==> src/rtl/assert_macros.svh <==
// Assertion macros used by the top level of the tandem repeat counter
`ifndef ASSERT_MACROS_SVH
`define ASSERT_MACROS_SVH

// Check a property on every clock edge outside reset
`define ASSERT_ALWAYS(lbl, prop, msg) \
    lbl: assert property (@(posedge aclk) disable iff (!aresetn) (prop)) else $error(msg);

// Check that a condition at one edge implies a consequence at the next edge
`define ASSERT_NEXT(lbl, cond, conseq, msg) \
    lbl: assert property (@(posedge aclk) disable iff (!aresetn) (cond) |=> (conseq)) \
        else $error(msg);

`endif

==> src/rtl/ltrc_pkg.sv <==
// Types, constants and helper functions of the tandem repeat counter
package ltrc_pkg;

    localparam int MAX_PATTERN   = 8;
    localparam int RUN_BITS      = 20;
    localparam int CHAR_BITS     = 8;
    localparam int PATTERN_BITS  = 64;
    localparam int LEN_REG_BITS  = 4;
    localparam int LEN_BITS      = $clog2(MAX_PATTERN + 1);
    localparam int IDX_BITS      = (MAX_PATTERN > 1) ? $clog2(MAX_PATTERN) : 1;
    localparam int GAP_BITS      = 4;
    localparam int OUT_DATA_BITS = ((RUN_BITS + 7) / 8) * 8;
    localparam int CFG_IDX_BITS  = 1;

    localparam logic [GAP_BITS-1:0] GAP_TOP = {GAP_BITS{1'b1}};
    localparam logic [RUN_BITS-1:0] RUN_TOP = {RUN_BITS{1'b1}};

    // Register indexes on the configuration port
    localparam logic [CFG_IDX_BITS-1:0] REG_PATTERN_CHARS  = 1'd0;
    localparam logic [CFG_IDX_BITS-1:0] REG_PATTERN_LENGTH = 1'd1;

    localparam logic [LEN_REG_BITS-1:0] PATTERN_LENGTH_RESET = 4'd1;

    typedef logic [CHAR_BITS-1:0] char_t;
    typedef logic [LEN_BITS-1:0]  len_t;
    typedef logic [RUN_BITS-1:0]  run_t;

    // One accepted character as seen by the run tracker
    typedef struct packed {
        logic accept;
        logic last;
        logic window_hit;
    } step_t;

    // Tracker state exposed for checking
    typedef struct packed {
        len_t chars_seen;
        logic matched_before;
        run_t current_run;
        run_t best_run;
    } trk_status_t;

    // Clamp the programmed length into 1..MAX_PATTERN
    function automatic len_t used_length(input logic [LEN_REG_BITS-1:0] raw);
        len_t n;
        if (raw == '0) begin
            n = len_t'(1);
        end else if (raw > LEN_REG_BITS'(MAX_PATTERN)) begin
            n = len_t'(MAX_PATTERN);
        end else begin
            n = len_t'(raw);
        end
        return n;
    endfunction

    // Pattern byte that a window slot holding the k-th newest character must equal
    function automatic char_t pattern_byte(input logic [PATTERN_BITS-1:0] pat,
                                           input len_t len,
                                           input logic [IDX_BITS-1:0] slot);
        logic [IDX_BITS-1:0] idx;
        idx = IDX_BITS'(len - len_t'(1) - len_t'(slot));
        return pat[idx*CHAR_BITS +: CHAR_BITS];
    endfunction

endpackage

==> src/rtl/longest_tandem_repeat_counter.sv <==
// Top level of the longest tandem repeat counter
//
// The text enters on the s_ channel, one character per transfer, with s_tlast
// on its final character. The pattern (up to eight bytes, first character in
// the lowest byte) and its length are written on the cfg_ port while no text
// is in flight; a write takes effect for the next character.
// A row of eight window cells shifts the text along; each cell compares the
// character moving into it against its pattern byte, and a tracker turns the
// combined hit into non-overlapping matches and runs of adjacent matches.
// Throughput: one character per cycle while no result waits untaken in the output
// register. The longest run of a text appears on m_tdata in the cycle after the
// transfer of its final character, and only then.
// When the receiver stalls, the result waits in the output register and the
// input accepts characters again as soon as that result is taken.
// Reset clears the run state and the output valid flag and sets the pattern to
// zero with length one; no clearing pass is needed.
module longest_tandem_repeat_counter (
    input  logic                                   aclk,
    input  logic                                   aresetn,
    input  logic                                   cfg_wr_en,
    input  logic [ltrc_pkg::CFG_IDX_BITS-1:0]      cfg_index,
    input  logic [ltrc_pkg::PATTERN_BITS-1:0]      cfg_wdata,
    input  logic                                   s_tvalid,
    output logic                                   s_tready,
    input  logic [ltrc_pkg::CHAR_BITS-1:0]         s_tdata,  // [7:0] text_char
    input  logic                                   s_tlast,  // end_of_text
    output logic                                   m_tvalid,
    input  logic                                   m_tready,
    output logic [ltrc_pkg::OUT_DATA_BITS-1:0]     m_tdata   // [19:0] longest_run, rest zero
);

`include "assert_macros.svh"

    logic [ltrc_pkg::PATTERN_BITS-1:0] pattern_reg;
    logic [ltrc_pkg::LEN_REG_BITS-1:0] length_reg;
    ltrc_pkg::len_t                    len;
    ltrc_pkg::char_t                   cell_char [ltrc_pkg::MAX_PATTERN];
    ltrc_pkg::char_t                   cell_in   [ltrc_pkg::MAX_PATTERN];
    logic [ltrc_pkg::MAX_PATTERN-1:0]  cell_hit;
    ltrc_pkg::step_t                   step;
    ltrc_pkg::run_t                    result;
    ltrc_pkg::trk_status_t             trk_stat;
    logic                              accept;
    logic                              m_valid_reg, m_valid_next;
    ltrc_pkg::run_t                    m_data_reg, m_data_next;

    // Configuration register writes
    always_ff @(posedge aclk) begin
        if (!aresetn) begin
            pattern_reg <= '0;
            length_reg  <= ltrc_pkg::PATTERN_LENGTH_RESET;
        end else if (cfg_wr_en) begin
            case (cfg_index)
                ltrc_pkg::REG_PATTERN_CHARS:  pattern_reg <= cfg_wdata;
                ltrc_pkg::REG_PATTERN_LENGTH: length_reg  <= cfg_wdata[ltrc_pkg::LEN_REG_BITS-1:0];
                default: ;
            endcase
        end
    end

    assign len = ltrc_pkg::used_length(length_reg);

    // Accept while the output register is empty or being drained
    assign s_tready = !m_valid_reg || m_tready;
    assign accept   = s_tvalid && s_tready;

    // Row of window cells, newest character in cell zero
    for (genvar k = 0; k < ltrc_pkg::MAX_PATTERN; k++) begin : g_cell
        if (k == 0) begin : g_head
            assign cell_in[k] = s_tdata;
        end else begin : g_link
            assign cell_in[k] = cell_char[k-1];
        end

        ltrc_cell u_cell (
            .aclk     (aclk),
            .shift    (accept),
            .char_in  (cell_in[k]),
            .want     (ltrc_pkg::pattern_byte(pattern_reg, len,
                                              ltrc_pkg::IDX_BITS'(k))),
            .used     (ltrc_pkg::len_t'(k) < len),
            .char_out (cell_char[k]),
            .hit      (cell_hit[k])
        );
    end

    assign step.accept     = accept;
    assign step.last       = s_tlast;
    assign step.window_hit = &cell_hit;

    ltrc_tracker u_tracker (
        .aclk    (aclk),
        .aresetn (aresetn),
        .step    (step),
        .len     (len),
        .result  (result),
        .status  (trk_stat)
    );

    // Output register: load on the final character, drop once transferred
    always_comb begin
        m_valid_next = m_valid_reg;
        m_data_next  = m_data_reg;
        if (accept && s_tlast) begin
            m_valid_next = 1'b1;
            m_data_next  = result;
        end else if (m_tready) begin
            m_valid_next = 1'b0;
        end
    end

    always_ff @(posedge aclk) begin
        if (!aresetn) begin
            m_valid_reg <= 1'b0;
        end else begin
            m_valid_reg <= m_valid_next;
        end
    end

    always_ff @(posedge aclk) begin
        m_data_reg <= m_data_next;
    end

    assign m_tvalid = m_valid_reg;
    assign m_tdata  = ltrc_pkg::OUT_DATA_BITS'(m_data_reg);

    // Checks on the run tracking and the result path
    `ASSERT_NEXT(a_last_gives_result, accept && s_tlast, m_valid_reg, "final character gave no result")
    `ASSERT_NEXT(a_last_clears_state, accept && s_tlast, trk_stat.chars_seen == '0, "text state not cleared after final character")
    `ASSERT_ALWAYS(a_best_covers_run, trk_stat.best_run >= trk_stat.current_run, "best run below current run")
    `ASSERT_ALWAYS(a_no_run_without_match, trk_stat.matched_before || (trk_stat.current_run == '0), "run counted without a match")

endmodule

==> src/rtl/ltrc_cell.sv <==
// One window cell: holds a text character and compares the incoming one
module ltrc_cell (
    input  logic             aclk,
    input  logic             shift,
    input  ltrc_pkg::char_t  char_in,
    input  ltrc_pkg::char_t  want,
    input  logic             used,
    output ltrc_pkg::char_t  char_out,
    output logic             hit
);

    ltrc_pkg::char_t char_reg;
    ltrc_pkg::char_t char_next;

    // Take the character on char_in on every transfer
    always_comb begin
        char_next = shift ? char_in : char_reg;
    end

    always_ff @(posedge aclk) begin
        char_reg <= char_next;
    end

    // Compare the character that moves in; slots beyond the pattern always agree
    assign hit      = !used || (char_in == want);
    assign char_out = char_reg;

endmodule

==> src/rtl/ltrc_tracker.sv <==
// Match spacing and run tracking for the tandem repeat counter
module ltrc_tracker (
    input  logic                  aclk,
    input  logic                  aresetn,
    input  ltrc_pkg::step_t       step,
    input  ltrc_pkg::len_t        len,
    output ltrc_pkg::run_t        result,
    output ltrc_pkg::trk_status_t status
);

    ltrc_pkg::len_t                     seen_reg, seen_next, seen_inc;
    logic [ltrc_pkg::GAP_BITS-1:0]      gap_reg, gap_next, gap_inc;
    logic                               matched_reg, matched_next;
    ltrc_pkg::run_t                     cur_reg, cur_next, cur_cand;
    ltrc_pkg::run_t                     best_reg, best_next, best_cand;
    logic                               take;
    logic                               extend;

    always_comb begin
        // Advance the saturating counters for the new character
        seen_inc = (seen_reg < ltrc_pkg::len_t'(ltrc_pkg::MAX_PATTERN)) ?
                   seen_reg + ltrc_pkg::len_t'(1) : seen_reg;
        gap_inc  = (gap_reg < ltrc_pkg::GAP_TOP) ?
                   gap_reg + ltrc_pkg::GAP_BITS'(1) : gap_reg;

        // Count a match only if it does not overlap the previous one
        take   = (seen_inc >= len) && step.window_hit &&
                 (!matched_reg || (gap_inc >= ltrc_pkg::GAP_BITS'(len)));
        extend = matched_reg && (gap_inc == ltrc_pkg::GAP_BITS'(len));

        if (extend) begin
            cur_cand = (cur_reg == ltrc_pkg::RUN_TOP) ? cur_reg
                                                      : cur_reg + ltrc_pkg::run_t'(1);
        end else begin
            cur_cand = ltrc_pkg::run_t'(1);
        end
        best_cand = (cur_cand > best_reg) ? cur_cand : best_reg;

        seen_next    = seen_reg;
        gap_next     = gap_reg;
        matched_next = matched_reg;
        cur_next     = cur_reg;
        best_next    = best_reg;
        result       = best_reg;

        if (step.accept) begin
            seen_next = seen_inc;
            gap_next  = gap_inc;
            if (take) begin
                matched_next = 1'b1;
                gap_next     = '0;
                cur_next     = cur_cand;
                best_next    = best_cand;
            end
            result = best_next;
            // Drop all text state once the final character is in
            if (step.last) begin
                seen_next    = '0;
                gap_next     = '0;
                matched_next = 1'b0;
                cur_next     = '0;
                best_next    = '0;
            end
        end
    end

    always_ff @(posedge aclk) begin
        if (!aresetn) begin
            seen_reg    <= '0;
            gap_reg     <= '0;
            matched_reg <= 1'b0;
            cur_reg     <= '0;
            best_reg    <= '0;
        end else begin
            seen_reg    <= seen_next;
            gap_reg     <= gap_next;
            matched_reg <= matched_next;
            cur_reg     <= cur_next;
            best_reg    <= best_next;
        end
    end

    assign status.chars_seen     = seen_reg;
    assign status.matched_before = matched_reg;
    assign status.current_run    = cur_reg;
    assign status.best_run       = best_reg;

endmodule
==> config.mk <==
export PLATFORM = sky130hd
export DESIGN_NAME = longest_tandem_repeat_counter
export DESIGN_NICKNAME = d
export VERILOG_FILES = /design/src/rtl/ltrc_pkg.sv /design/src/rtl/longest_tandem_repeat_counter.sv /design/src/rtl/ltrc_cell.sv /design/src/rtl/ltrc_tracker.sv
export VERILOG_INCLUDE_DIRS = /design/src /design/src/rtl
export SDC_FILE = /design/constraint.sdc
export NUM_CORES = 1
export LEC_CHECK = 0
export ABC_AREA = 0
export BUFFER_PORTS_ARGS = -buffer_cell sky130_fd_sc_hd__clkbuf_2
export CORE_UTILIZATION = 45
export DETAILED_ROUTE_END_ITERATION = 16
export SYNTH_ARGS = -nofsm -noshare
export SYNTH_HDL_FRONTEND = slang
export SYNTH_HIERARCHICAL = 1
export SYNTH_SLANG_ARGS = --single-unit
==> constraint.sdc <==
create_clock -name aclk -period 6.9 [get_ports aclk]
set_input_delay 0.345 -clock aclk [delete_from_list [all_inputs] [get_ports aclk]]
set_output_delay 0.345 -clock aclk [all_outputs]
set_load 0.005 [all_outputs]
After elaboration in Yosys (flattened, before gate mapping):

Index checks and enable logic that the tools add are counted.

* $add $sub $neg: 11
* multipliers: 0
* div/mod/pow operators: 0
* $lt $le $gt $ge: 14
* eq/ne operators: 10
* shift operators: 8
* muxes and demuxes: 19
* bitwise logic cells: 1
* reductions and logical operators: 32

Operators with widths (number)
* variable part select 64 x 7 -> 8 bit: 8
* 2-to-1 mux 20 bit: 8
* equality test 8 bit: 8
* 2-to-1 mux 4 bit: 7
* adder 20 x 1 -> 20 bit (second input constant): 1
* equality test 20 bit (second input constant): 1
* greater-than comparator 20 bit: 1
* less-than comparator 3 x 4 -> 1 bit (first input constant): 4
* subtractor 3 bit (second input constant): 4
* logical NOT 1 bit: 10
* logical OR 1 bit: 10
* adder 4 x 1 -> 4 bit (second input constant): 2
* >= comparator 4 bit: 2
* less-than comparator 1 x 4 -> 1 bit (first input constant): 2
* less-than comparator 2 x 4 -> 1 bit (first input constant): 2
* less-than comparator 4 bit (second input constant): 2
* AND reduction 8 bit: 1
* AND reduction 2 bit: 3
* subtractor 3 x 1 -> 3 bit (second input constant): 2
* subtractor 3 x 2 -> 3 bit (second input constant): 2
* logical AND 1 bit: 5
* equality test 4 bit: 1
* greater-than comparator 4 bit (second input constant): 1
* logical NOT 4 bit: 1
* 3 further kinds: 7

* flip-flop bits (word level): 194
* bits in latches: 0
* bits in writable memories: 0
* memory bits (read-only): 0
* bits of input ports: 79
* output and inout bits: 26
* word-level logic and storage cells: 111
* memories kept: 0

Longest topological paths before layout:

Gate-level depths: netlist of the first run.

* word-level depth: 13
* gate-level depth with buffers: 25
* gate-level depth less buffers: 19

Hierarchy:

Netlist of the first run, hierarchy kept.

By module, submodules not included
* longest_tandem_repeat_counter: times used 1, cells each 568, area an instance 5916.9 µm², sequential area each 1981.9 µm²
* ltrc_tracker: times used 1, cells each 398, area an instance 3498.4 µm², sequential area each 980.9 µm²
* ltrc_cell: times used 8, cells each 19, area an instance 327.8 µm², sequential area each 240.2 µm²

Worst setup path after synthesis of the first run:

Ideal clock, no wire load.

* path kind: register to register
* start: register length_reg[3] (netlist bit)
* end: register m_data_reg[10], data pin
* setup time: 0.260 ns
* data arrival time: 5.025 ns
* required time: 6.640 ns
* slack: 1.615 ns
* stages on the path, launching flop included: 23
* buffers on the path: 6
* clock period less this slack: 5.285 ns
* cell sequence: dfxtp_1 buf_2 o21ba_1 buf_2 inv_2 buf_6 buf_6 ha_1 buf_1 xor2_4 mux4_2 mux2_2 xnor2_1 nand4_1 o21ai_1 nand4_1 nor2_1 o21ai_0 or4b_1 nor4b_2 nor2_4 buf_6 mux2_4

RTL lines
* start, declared: line longest_tandem_repeat_counter.sv:35 `logic [ltrc_pkg::LEN_REG_BITS-1:0] length_reg;`
* start signal, assigned: line longest_tandem_repeat_counter.sv:51 `length_reg <= ltrc_pkg::PATTERN_LENGTH_RESET;`
* start signal, assigned: line longest_tandem_repeat_counter.sv:55 `ltrc_pkg::REG_PATTERN_LENGTH: length_reg <= cfg_wdata[ltrc_pkg::LEN_REG_BITS-1:0];`
* end signal, assigned: line longest_tandem_repeat_counter.sv:121 `m_data_reg <= m_data_next;`
* end, declared: line longest_tandem_repeat_counter.sv:45 `ltrc_pkg::run_t m_data_reg, m_data_next;`

==> impl_results.rst, run 1 <==
.. list-table::
   :header-rows: 1

   * - Metric
     - Value
   * - Run status
     - finished, final reports clean
   * - Hold WC Path Type
     - input pin to flop
   * - Final hold viol count
     - 0
   * - Antenna cells
     - 0
   * - Die Span Y
     - 164 um
   * - Initial core utilization
     - 46.3%
   * - Worst endpoint required time
     - 7.10 ns
   * - Startpoint of the most critical hold path
     - cfg_wdata[54]
   * - Total wire length
     - 29.1 mm
   * - Commonest non-fill, non-tap cells in the layout
     - nand2_1, dfxtp_1, clkbuf_2, xnor2_1, edfxtp_1
   * - Clock input transition at the sequential cells of the worst setup and hold paths
     - 0.09 ns
   * - Capturing element type of the critical path
     - flop
   * - Vias in the first global route
     - 7831
   * - Count of warnings emitted by yosys
     - 6
   * - Clock skew after layout
     - 0.0230 ns
   * - Number of design-rule violations left by the first detailed-router iteration
     - 969
   * - End of the worst register-to-register path
     - m_data_reg[13]$_DFFE_PP_
   * - Clock tree from TritonCTS
     - built
   * - F_max
     - 0.165 GHz
   * - Row Count
     - 58
   * - Final Wtd Congestion
     - 0.861
   * - Worst R2R Setup Slack
     - 0.83 ns
   * - Root Buffer Master
     - clkbuf_16
   * - Worst Tran Pin Value
     - 1.06 ns
   * - Source-to-sink clock delay at the later pin of the worst-skew pair
     - 0.45 ns
   * - Count of hold buffers inserted by post-cts repair
     - 0
   * - Power Dens Cells
     - 209 nW/um2
   * - Max Fanout on Critical Path
     - 36
   * - Startpoint of the worst setup timing path
     - length_reg[3]$_SDFFE_PN0P_
   * - Sum of met2 wire segment lengths after detailed routing
     - 11.0 mm
   * - Count of clock tree sinks
     - 194
   * - Flip-flop count of the largest register after layout
     - 64
   * - Count of H-tree levels built during CTS
     - 4
   * - DP Wirelength
     - 21.4 mm
   * - Residual DRC count
     - 0
   * - I/O pin count
     - 105
   * - Pin count of the biggest net entering global routing
     - 98
   * - Arrival @ worst endpoint
     - 6.27 ns
   * - Synthesized area divided by synthesized cell count
     - 10.6 um2
   * - CTS max path bufs
     - 2
   * - Critical path capture point
     - m_data_reg[13]$_DFFE_PP_
   * - Total via count in the routed design
     - 8677
   * - GRT Overall Usage
     - 22.3%
   * - Synthesized instance count
     - 1109
   * - Core Footprint
     - 25500 um2
   * - Setup bufs post-CTS
     - 0
   * - # Max-Cap Violations
     - 0
   * - Remaining Overflow, GRT
     - 0
   * - Total met3 wirelength after detailed routing
     - 2.26 mm
   * - Wire length per cell after detailed routing
     - 19.1 um
   * - Share of final-layout standard cells stronger than drive strength 1
     - 24.9%
   * - Worst reg2reg startpoint
     - length_reg[3]$_SDFFE_PN0P_
   * - Overall die area
     - 26900 um2
   * - Leakage power of the design
     - 4.89 nW
   * - Clock period minus worst slack
     - 6.07 ns
   * - Ratio of routed vias to standard cells
     - 5.71
   * - First-pass iteration count of the detailed router
     - 6
   * - Startpoint kind of the worst setup timing path
     - flop
   * - Setup_tns
     - 0 ns
   * - RSZ-0062 raised after global routing
     - no
   * - Final core utilization
     - 51.5%
   * - Met1 Routed Length
     - 15.5 mm
   * - Most common cell after layout, fill and taps aside
     - nand2_1
   * - Final critical-path share of the clock period
     - 87.9%
   * - Cell depth of the worst flop-to-flop path
     - 17
   * - Worst max-slew margin expressed relative to the limit
     - 29.1%
   * - Number of instances resized during post-cts repair
     - 0
   * - Max-slew violation total from the final report
     - 0
   * - Final count of negative-setup-slack endpoints
     - 0
   * - Maximum vdd ir drop
     - 0.164 mV
   * - Top layer in use
     - met4
   * - Number of antenna-violating nets in the routed design
     - 0
   * - Combined area of all synthesized cells
     - 11800 um2
   * - Initial antenna violation count
     - 0
   * - Final Net Count
     - 1289
   * - DIE WIDTH
     - 164 um
   * - P&R area growth vs syn
     - 11.3%
   * - CTS Buf Count
     - 17
   * - # port buffers
     - 100
   * - Critical path class
     - flop to flop
   * - First-pass GRT wire length
     - 45.5 mm
==> final cells by class <==
class                   count  area, um2
clock buffers              17        425
clock inverters            15        193
fillers                  2314      12400
inverters                  38        145
multi-input cells         809       6670
flip-flops and latches    194       4640
well taps                 330        413
repair buffers            117        628
==> power by group <==
| group | switching (W) | internal [W] |
|---|---|---|
| combinational | 0.000223 | 0.000210 |
| sequential | 0.0000511 | 0.00124 |
| clock | 0.000525 | 0.000494 |
| total | 0.000800 | 0.00194 |
==> per-stage QoR <==
step / setup WS (ns) / hold slack [ns] / instance area, um2 / power (W) / std cells
6_report: 0.832 / 0.113 / 13100 / 0.00274 / 1520
5_1_grt: 0.617 / 0.101 / 13100 / 0.00285 / 1520
4_1_cts: 0.905 / 0.0984 / 13100 / 0.00276 / 1520
3_5_place_dp: 0.917 / 0.457 / 12500 / 0.00175 / 1488
3_3_place_gp: 1.06 / 0.450 / 12500 / 0.00175 / 1488
2_1_floorplan: 1.61 / 0.442 / 11800 / 0.00163 / 1112
==> per-layer routing <==
layer / vias up / track usage [%]
met3: 27 / 4.85
met2: 333 / 28.0
met4: 0 / 5.43
li1: 4211 / -
met5: - / 0
met1: 4106 / 37.1
==> worst max-delay path: stages (launching register included) <==
cell and delay [ns]:
dfxtp_1 0.42, o21ba_2 0.32, inv_2 0.04, ha_1 0.25, xnor2_4 0.68, buf_4 0.42, mux4_2 0.55, mux2_2 0.29
xnor2_1 0.16, nand4_1 0.11, o21ai_1 0.16, nand4_1 0.11, nor2_1 0.25, o21ai_0 0.18, or4b_1 0.64, nor4b_2 0.55
nor2_4 0.30, mux2_4 0.37
==> worst min-delay path by stage <==
stage / to / cells past startpoint / slack, ns
final: pattern_reg[54]$_SDFFE_PN0P_ / 3 / 0.11
after global routing: g_cell[0].u_cell/char_out[5]$_DFFE_PP_ / 1 / 0.10
after floorplan: length_reg[0]$_SDFFE_PN1P_ / 2 / 0.44
after global placement: g_cell[5].u_cell/char_out[1]$_DFFE_PP_ / 0 / 0.45
after detailed placement: g_cell[5].u_cell/char_out[5]$_DFFE_PP_ / 0 / 0.46
after CTS: g_cell[0].u_cell/char_out[5]$_DFFE_PP_ / 1 / 0.1
No activity file was read; power rests on OpenSTA's default activity.
==> inputs of run 2 (changes only) <==
--- a/config.mk
+++ b/config.mk
@@ -7,9 +7,9 @@
 export NUM_CORES = 1
 export LEC_CHECK = 0
 export ABC_AREA = 0
-export BUFFER_PORTS_ARGS = -buffer_cell sky130_fd_sc_hd__clkbuf_2
 export CORE_UTILIZATION = 45
 export DETAILED_ROUTE_END_ITERATION = 16
+export DONT_BUFFER_PORTS = 1
 export SYNTH_ARGS = -nofsm -noshare
 export SYNTH_HDL_FRONTEND = slang
 export SYNTH_HIERARCHICAL = 1
==> run 2 against run 1 <==
  * Final cell count shrank 6.3%
  * Critical path depth fell by 1
  * Sequential share of layout area increased by 1.3 points
  * Sequential cell count unchanged
  * Clock power barely moved
  * Die area stayed put
  * Clock-buffer cell count rose by 1
  * First-iteration DRC count shrank 11%
  * Register-to-register slack worse by 0.18 ns
  * Critical path type unchanged
==> impl_results.rst, run 2 (synthesized netlist as in run 1, its figures left out) <==
.. list-table::
   :header-rows: 1

   * - Metric
     - Value
   * - Run status
     - finished, final reports clean
   * - Worst reg2reg startpoint
     - length_reg[2]$_SDFFE_PN0P_
   * - Critical path class
     - flop to flop
   * - Final count of negative-setup-slack endpoints
     - 0 (unchanged)
   * - Met3 capacity usage during global routing
     - 4.37% (-0.48 points)
   * - DIE WIDTH
     - 164 um (unchanged)
   * - Library cell appearing most often on the critical path
     - nor2_1
   * - CTS Buf Count
     - 17 (unchanged)
   * - Worst setup margin
     - 0.649 ns (-0.183 ns)
   * - Count of H-tree levels built during CTS
     - 4 (unchanged)
   * - Maximum vdd ir drop
     - 0.146 mV (-11%)
   * - Commonest non-fill, non-tap cells in the layout
     - nand2_1, dfxtp_1, xnor2_1, edfxtp_1, a21boi_0
   * - Clock tree from TritonCTS
     - built
   * - Clock input transition at the sequential cells of the worst setup and hold paths
     - 0.08 ns (about the same)
   * - First-pass GRT wire length
     - 45.9 mm (+0.97%)
   * - P&R area growth vs syn
     - 7.28%
   * - Count of clock tree sinks
     - 194 (unchanged)
   * - Startpoint of the most critical hold path
     - aresetn
   * - Startpoint of the worst setup timing path
     - length_reg[2]$_SDFFE_PN0P_
   * - Initial core utilization
     - 46.3% (unchanged)
   * - Final Wtd Congestion
     - 0.885 (+2.9%)
   * - Startpoint kind of the worst setup timing path
     - flop
   * - # Max-Cap Violations
     - 0 (unchanged)
   * - Arrival @ worst endpoint
     - 6.45 ns (+0.18 ns)
   * - Worst max-slew margin expressed relative to the limit
     - 18.7% (-10 points)
   * - Final Net Count
     - 1194 (-7.4%)
   * - Number of antenna-violating nets in the routed design
     - 0 (unchanged)
   * - Ratio of routed vias to standard cells
     - 5.89 (+3.1%)
   * - DP Wirelength
     - 21.0 mm (-1.9%)
   * - Power Dens Cells
     - 212 nW/um2 (+1.5%)
   * - Total wire length
     - 29.1 mm (about the same)
   * - Clock skew after layout
     - 0.0195 ns (-0.00359 ns)
   * - Root Buffer Master
     - clkbuf_16
   * - Flip-flop count of the largest register after layout
     - 64 (unchanged)
   * - # port buffers
     - 0 (-100%)
   * - Largest stage delay, worst path
     - 1.00 ns (+0.32 ns)
   * - Setup bufs post-CTS
     - 0 (unchanged)
   * - RSZ-0062 raised after global routing
     - no
   * - Most common cell after layout, fill and taps aside
     - nand2_1
   * - Final critical-path share of the clock period
     - 90.6% (+2.7 points)
   * - Die Span Y
     - 164 um (unchanged)
   * - Clock period minus worst slack
     - 6.25 ns (+0.183 ns)
   * - I/O pin count
     - 105 (unchanged)
   * - CTS max path bufs
     - 2 (unchanged)
   * - Initial antenna violation count
     - 0 (unchanged)
   * - Max Fanout on Critical Path
     - 36 (unchanged)
   * - Total via count in the routed design
     - 8390 (-3.3%)
   * - CP Cell Sequence
     - nor2_1, o21ba_2, ha_1, nor2_1, a22o_1, a221oi_1, xnor2_1, nand4_1, o21ai_1, nand4_1, nor2_1, o21ai_0, or4b_1, nor4b_2, nor2_4, mux2_4
   * - Row Count
     - 58 (unchanged)
   * - Antenna cells
     - 0 (unchanged)
   * - Minimum setup slack after placement
     - 0.787 ns (-0.129 ns)
   * - Max-slew violation total from the final report
     - 0 (unchanged)
   * - Final hold viol count
     - 0 (unchanged)
   * - First-pass iteration count of the detailed router
     - 5 (-1)
   * - F_max
     - 0.160 GHz (-2.9%)
   * - Number of design-rule violations left by the first detailed-router iteration
     - 863 (-11%)
   * - Total design power
     - 0.00269 W (-2.1%)
   * - Worst Tran Pin Value
     - 1.22 ns (+0.158 ns)
   * - Share of final-layout standard cells stronger than drive strength 1
     - 17.4% (-7.4 points)
   * - Core Footprint
     - 25500 um2 (unchanged)
   * - Pin count of the biggest net entering global routing
     - 98 (unchanged)
   * - Wire length per cell after detailed routing
     - 20.4 um (+6.7%)
   * - Hold WC Path Type
     - input pin to flop
   * - Highest-delay cell along the critical path
     - nor2_1
   * - Residual DRC count
     - 0 (unchanged)
   * - Worst endpoint required time
     - 7.10 ns (about the same)
   * - GRT Overall Usage
     - 22.6% (+0.28 points)
   * - Met2 Use GR
     - 28.0% (+0.039 points)
   * - Capturing element type of the critical path
     - flop
   * - Vias in the first global route
     - 7777 (-0.69%)
   * - Setup_tns
     - 0 ns (unchanged)
   * - Overall die area
     - 26900 um2 (unchanged)
   * - Leakage power of the design
     - 4.48 nW (-8.3%)
   * - Global-route layer with the greatest usage
     - met1
   * - Remaining Overflow, GRT
     - 0 (unchanged)
   * - Source-to-sink clock delay at the later pin of the worst-skew pair
     - 0.45 ns (about the same)
   * - Fraction of met1 tracks used by global routing
     - 37.9% (+0.84 points)
run 2: cell types whose count changed in the layout (fill, tap and decap cells not counted), moves of 2 or more:
cell,change
clkbuf_2,-100
dlygate4sd3_1,+9
inv_6,+2
clkinv_8,-4
buf_4,-4
run 2: worst max-delay path, delay by kind of cell (launching register included):
family,cells,cell delay (ns)
adder cells (fa/ha/maj),1,0.67
flip-flops,1,0.51
multiplexers,1,0.37
AND/OR/NAND/NOR,8,3.17
AO/OA/AOI/OAI,5,1.00
XOR/XNOR,1,0.25
run 2: path summary, 6_finish.rpt:
check / to / slack (ns) / depth (start not counted)
max: m_data_reg[16]$_DFFE_PP_ / 0.65 / 16
min: u_tracker/gap_reg[3]$_SDFFE_PN0P_ / 0.03 / 1
max reg2reg: m_data_reg[16]$_DFFE_PP_ / 0.65 / 16
min reg2reg: g_cell[4].u_cell/char_out[1]$_DFFE_PP_ / 0.46 / 0
run 2: through the flow:
stage | area (um2) | cells | utilization [%] | hold WS, ns
after floorplan | 11800 | 1112 | - | 0.442
after global placement | 12000 | 1384 | 47.0 | 0.436
after detailed placement | 12000 | 1384 | 47.0 | 0.439
after CTS | 12600 | 1425 | 49.7 | 0.0200
after global routing | 12600 | 1425 | 49.7 | 0.0159
final | 12600 | 1425 | 49.7 | 0.0287
run 2: what timing repair did:
action	CTS	global route
hold buffers	9	0
endpoints found under the setup margin	0	0
gates resized for setup	0	0
hold endpoints to repair	9	0
run 2: per-layer routing:
| metal | part of all wire, % | vias to the layer above | routed length [um] |
|---|---|---|---|
| met1 | 53 | 4005 | 15600 |
| met5 | 0 | - | 0 |
| li1 | - | 4023 | - |
| met3 | 7.5 | 25 | 2180 |
| met4 | 1.5 | 0 | 439 |
| met2 | 38 | 337 | 10900 |
run 2: power breakdown:
| part | switching (W) | internal [W] |
|---|---|---|
| clock network | 0.000506 | 0.000488 |
| registers | 0.0000517 | 0.00124 |
| logic | 0.000208 | 0.000192 |
run 2: cell type report:
class / count / area, um2
flip-flops and latches: 194 / 4640
clock inverters: 14 / 158
fillers: 2290 / 12800
well taps: 330 / 413
clock buffers: 18 / 429
multi-input cells: 809 / 6670
inverters: 38 / 145
repair buffers: 22 / 188
==> inputs of run 3 (changes only) <==
--- a/config.mk
+++ b/config.mk
@@ -7,9 +7,11 @@
 export NUM_CORES = 1
 export LEC_CHECK = 0
 export ABC_AREA = 0
+export CORE_MARGIN = 2
 export CORE_UTILIZATION = 45
 export DETAILED_ROUTE_END_ITERATION = 16
 export DONT_BUFFER_PORTS = 1
+export RECOVER_POWER = 100
 export SYNTH_ARGS = -nofsm -noshare
 export SYNTH_HDL_FRONTEND = slang
 export SYNTH_HIERARCHICAL = 1
==> run 3 against run 2 <==
  * The run now ends with capacitance limit, slew limit left
  * Non-clock buffer count rose by 5
  * Clock skew barely moved
  * Design area barely moved
  * Final cell count rose by 0.70%
  * Utilization fell by 0.83 points
  * Sequential share of layout area barely moved
  * Combinational power fell by 1%
  * Clock power barely moved
  * Highest routed layer unchanged
==> impl_results.rst, run 3 (synthesized netlist as in run 1, its figures left out) <==
.. list-table::
   :header-rows: 1

   * - Metric
     - Value
   * - Wire length per cell after detailed routing
     - 20.2 um (-0.91%)
   * - Clock input transition at the sequential cells of the worst setup and hold paths
     - 0.09 ns (about the same)
   * - Source-to-sink clock delay at the later pin of the worst-skew pair
     - 0.44 ns (about the same)
   * - Most common cell after layout, fill and taps aside
     - nand2_1
   * - Die Span Y
     - 166 um (+1.2%)
   * - I/O pin count
     - 105 (unchanged)
   * - First-pass iteration count of the detailed router
     - 5 (unchanged)
   * - Clock skew after layout
     - 0.0190 ns (-0.000488 ns)
   * - # Max-Cap Violations
     - 3 (+3)
   * - Startpoint kind of the worst setup timing path
     - flop
   * - Largest stage delay, worst path
     - 0.65 ns (-0.35 ns)
   * - Leakage power of the design
     - 4.47 nW (-0.36%)
   * - Worst endpoint required time
     - 7.29 ns (+0.19 ns)
   * - GRT Overall Usage
     - 21.1% (-1.5 points)
   * - RSZ-0062 raised after global routing
     - no
   * - Root Buffer Master
     - clkbuf_16
   * - Total wire length
     - 29.0 mm (-0.21%)
   * - Final hold viol count
     - 0 (unchanged)
   * - # placed instances
     - 1394 (+0.72%)
   * - CTS Buf Count
     - 17 (unchanged)
   * - Setup bufs post-CTS
     - 0 (unchanged)
   * - Violated checks
     - capacitance limit, slew limit
   * - Hold WC Path Type
     - input pin to flop
   * - Number of standard cells in the layout, taps in and fillers out
     - 1435 (+0.70%)
   * - F_max
     - 0.163 GHz (+1.8%)
   * - Final critical-path share of the clock period
     - 89.0% (-1.6 points)
   * - Initial core utilization
     - 45.5% (-0.78 points)
   * - Ratio of routed vias to standard cells
     - 5.83 (-0.96%)
   * - Max Fanout on Critical Path
     - 35 (-2.8%)
   * - Antenna cells
     - 0 (unchanged)
   * - Row Count
     - 59 (+1.7%)
   * - Final Wtd Congestion
     - 0.891 (+0.62%)
   * - Residual DRC count
     - 0 (unchanged)
   * - Arrival @ worst endpoint
     - 6.53 ns (+0.08 ns)
   * - CP Cell Sequence
     - o21ba_1, buf_4, ha_1, buf_4, xor2_2, mux4_2, mux2_2, xnor2_1, nand4_1, o21ai_1, nand4_1, nor2_1, o21ai_0, or4b_1, nor2_1, clkbuf_2, inv_1, a21oi_1, clkbuf_2, o221a_2
   * - Remaining Overflow, GRT
     - 0 (unchanged)
   * - Flip-flop count of the largest register after layout
     - 64 (unchanged)
   * - Maximum vdd ir drop
     - 0.130 mV (-11%)
   * - Share of final-layout standard cells stronger than drive strength 1
     - 16.3% (-1.2 points)
   * - Total design power
     - 0.00270 W (+0.69%)
   * - Count of H-tree levels built during CTS
     - 4 (unchanged)
   * - Worst max-slew margin expressed relative to the limit
     - -154% (-170 points)
   * - Count of clock tree sinks
     - 194 (unchanged)
   * - Max-slew violation total from the final report
     - 156 (+156)
   * - Final Net Count
     - 1199 (+0.42%)
   * - CTS max path bufs
     - 2 (unchanged)
   * - DIE WIDTH
     - 166 um (+1.2%)
   * - Number of instances resized during post-cts repair
     - 0 (unchanged)
   * - Clock tree from TritonCTS
     - built
   * - Setup_tns
     - 0 ns (unchanged)
   * - Highest-delay cell along the critical path
     - or4b_1
   * - Critical path class
     - flop to flop
   * - Final count of negative-setup-slack endpoints
     - 0 (unchanged)
   * - Count of hold buffers inserted by post-cts repair
     - 9 (unchanged)
   * - Worst Tran Pin Value
     - 3.81 ns (+2.59 ns)
   * - DP Wirelength
     - 21.0 mm (-0.25%)
   * - Power Dens Cells
     - 214 nW/um2 (+0.66%)
   * - Commonest non-fill, non-tap cells in the layout
     - nand2_1, dfxtp_1, xnor2_1, edfxtp_1, a21boi_0
   * - Run status
     - finished with violations
   * - Total via count in the routed design
     - 8368 (-0.26%)
   * - Pin count of the biggest net entering global routing
     - 98 (unchanged)
   * - P&R area growth vs syn
     - 7.31% (about the same)
   * - Core Footprint
     - 25900 um2 (+1.7%)
   * - Capturing element type of the critical path
     - flop
   * - # port buffers
     - 0 (unchanged)
   * - Number of design-rule violations left by the first detailed-router iteration
     - 860 (-0.35%)
   * - Clock period minus worst slack
     - 6.14 ns (-0.112 ns)
   * - Initial antenna violation count
     - 0 (unchanged)
   * - First-pass GRT wire length
     - 46.1 mm (+0.50%)
   * - Overall die area
     - 27500 um2 (+2.5%)
   * - Vias in the first global route
     - 7949 (+2.2%)
   * - Number of antenna-violating nets in the routed design
     - 0 (unchanged)
==> run 3: final timing paths <==
kind                                     startpoint  cells after the start  slack, ns                                     end
max                      length_reg[3]$_SDFFE_PN0P_                     20       0.76     u_tracker/best_reg[13]$_SDFFE_PN0P_
min                                    cfg_wdata[8]                      2       0.03             pattern_reg[8]$_SDFFE_PN0P_
max reg2reg              length_reg[3]$_SDFFE_PN0P_                     20       0.76     u_tracker/best_reg[13]$_SDFFE_PN0P_
min reg2reg  g_cell[0].u_cell/char_out[7]$_DFFE_PP_                      0       0.48  g_cell[1].u_cell/char_out[7]$_DFFE_PP_
==> run 3: metal layers <==
layer	vias to the layer above	global-route usage [%]	routed length, um
met5	-	0	0
met4	0	5.03	398
met3	22	6.03	2180
met2	292	27.6	11200
met1	4032	33.7	15200
li1	4022	-	-
==> run 3: where the power goes <==
group,internal [W],switching (W),leakage (nW)
clock network,0.000494,0.000521,0.296
logic,0.000192,0.000203,2.48
registers,0.00124,0.0000516,1.69
==> run 3: through the flow <==
step           instance area [um2]  hold slack (ns)  util [%]  worst slack [ns]
2_1_floorplan                11800            0.442         -              1.61
6_report                     12700           0.0320      48.8             0.760
5_1_grt                      12700           0.0258      48.8             0.265
3_5_place_dp                 12000            0.440      46.4             0.880
3_3_place_gp                 12000            0.431      46.4              1.10
4_1_cts                      12700           0.0212      49.1             0.861
==> run 3: area by class of cell <==
cell class	instances	area, um2
Fill cell	2389	13300
Multi-Input combinational cell	809	6620
Sequential cell	194	4640
Clock buffer	17	425
Tap cell	335	419
Timing Repair Buffer	27	213
Clock inverter	15	190
Inverter	38	145
==> run 3: worst max-delay path: cells and delay by family, from the launching register on <==
| family | cells | cell delay (ns) |
|---|---|---|
| AOI/OAI and AO/OA | 5 | 1.10 |
| xor gates and xnor gates | 2 | 0.48 |
| adders and majority gates | 1 | 0.29 |
| buffers and inverters | 5 | 1.94 |
| DFF | 1 | 0.43 |
| muxes | 2 | 0.63 |
| and+or+nand+nor | 5 | 1.21 |
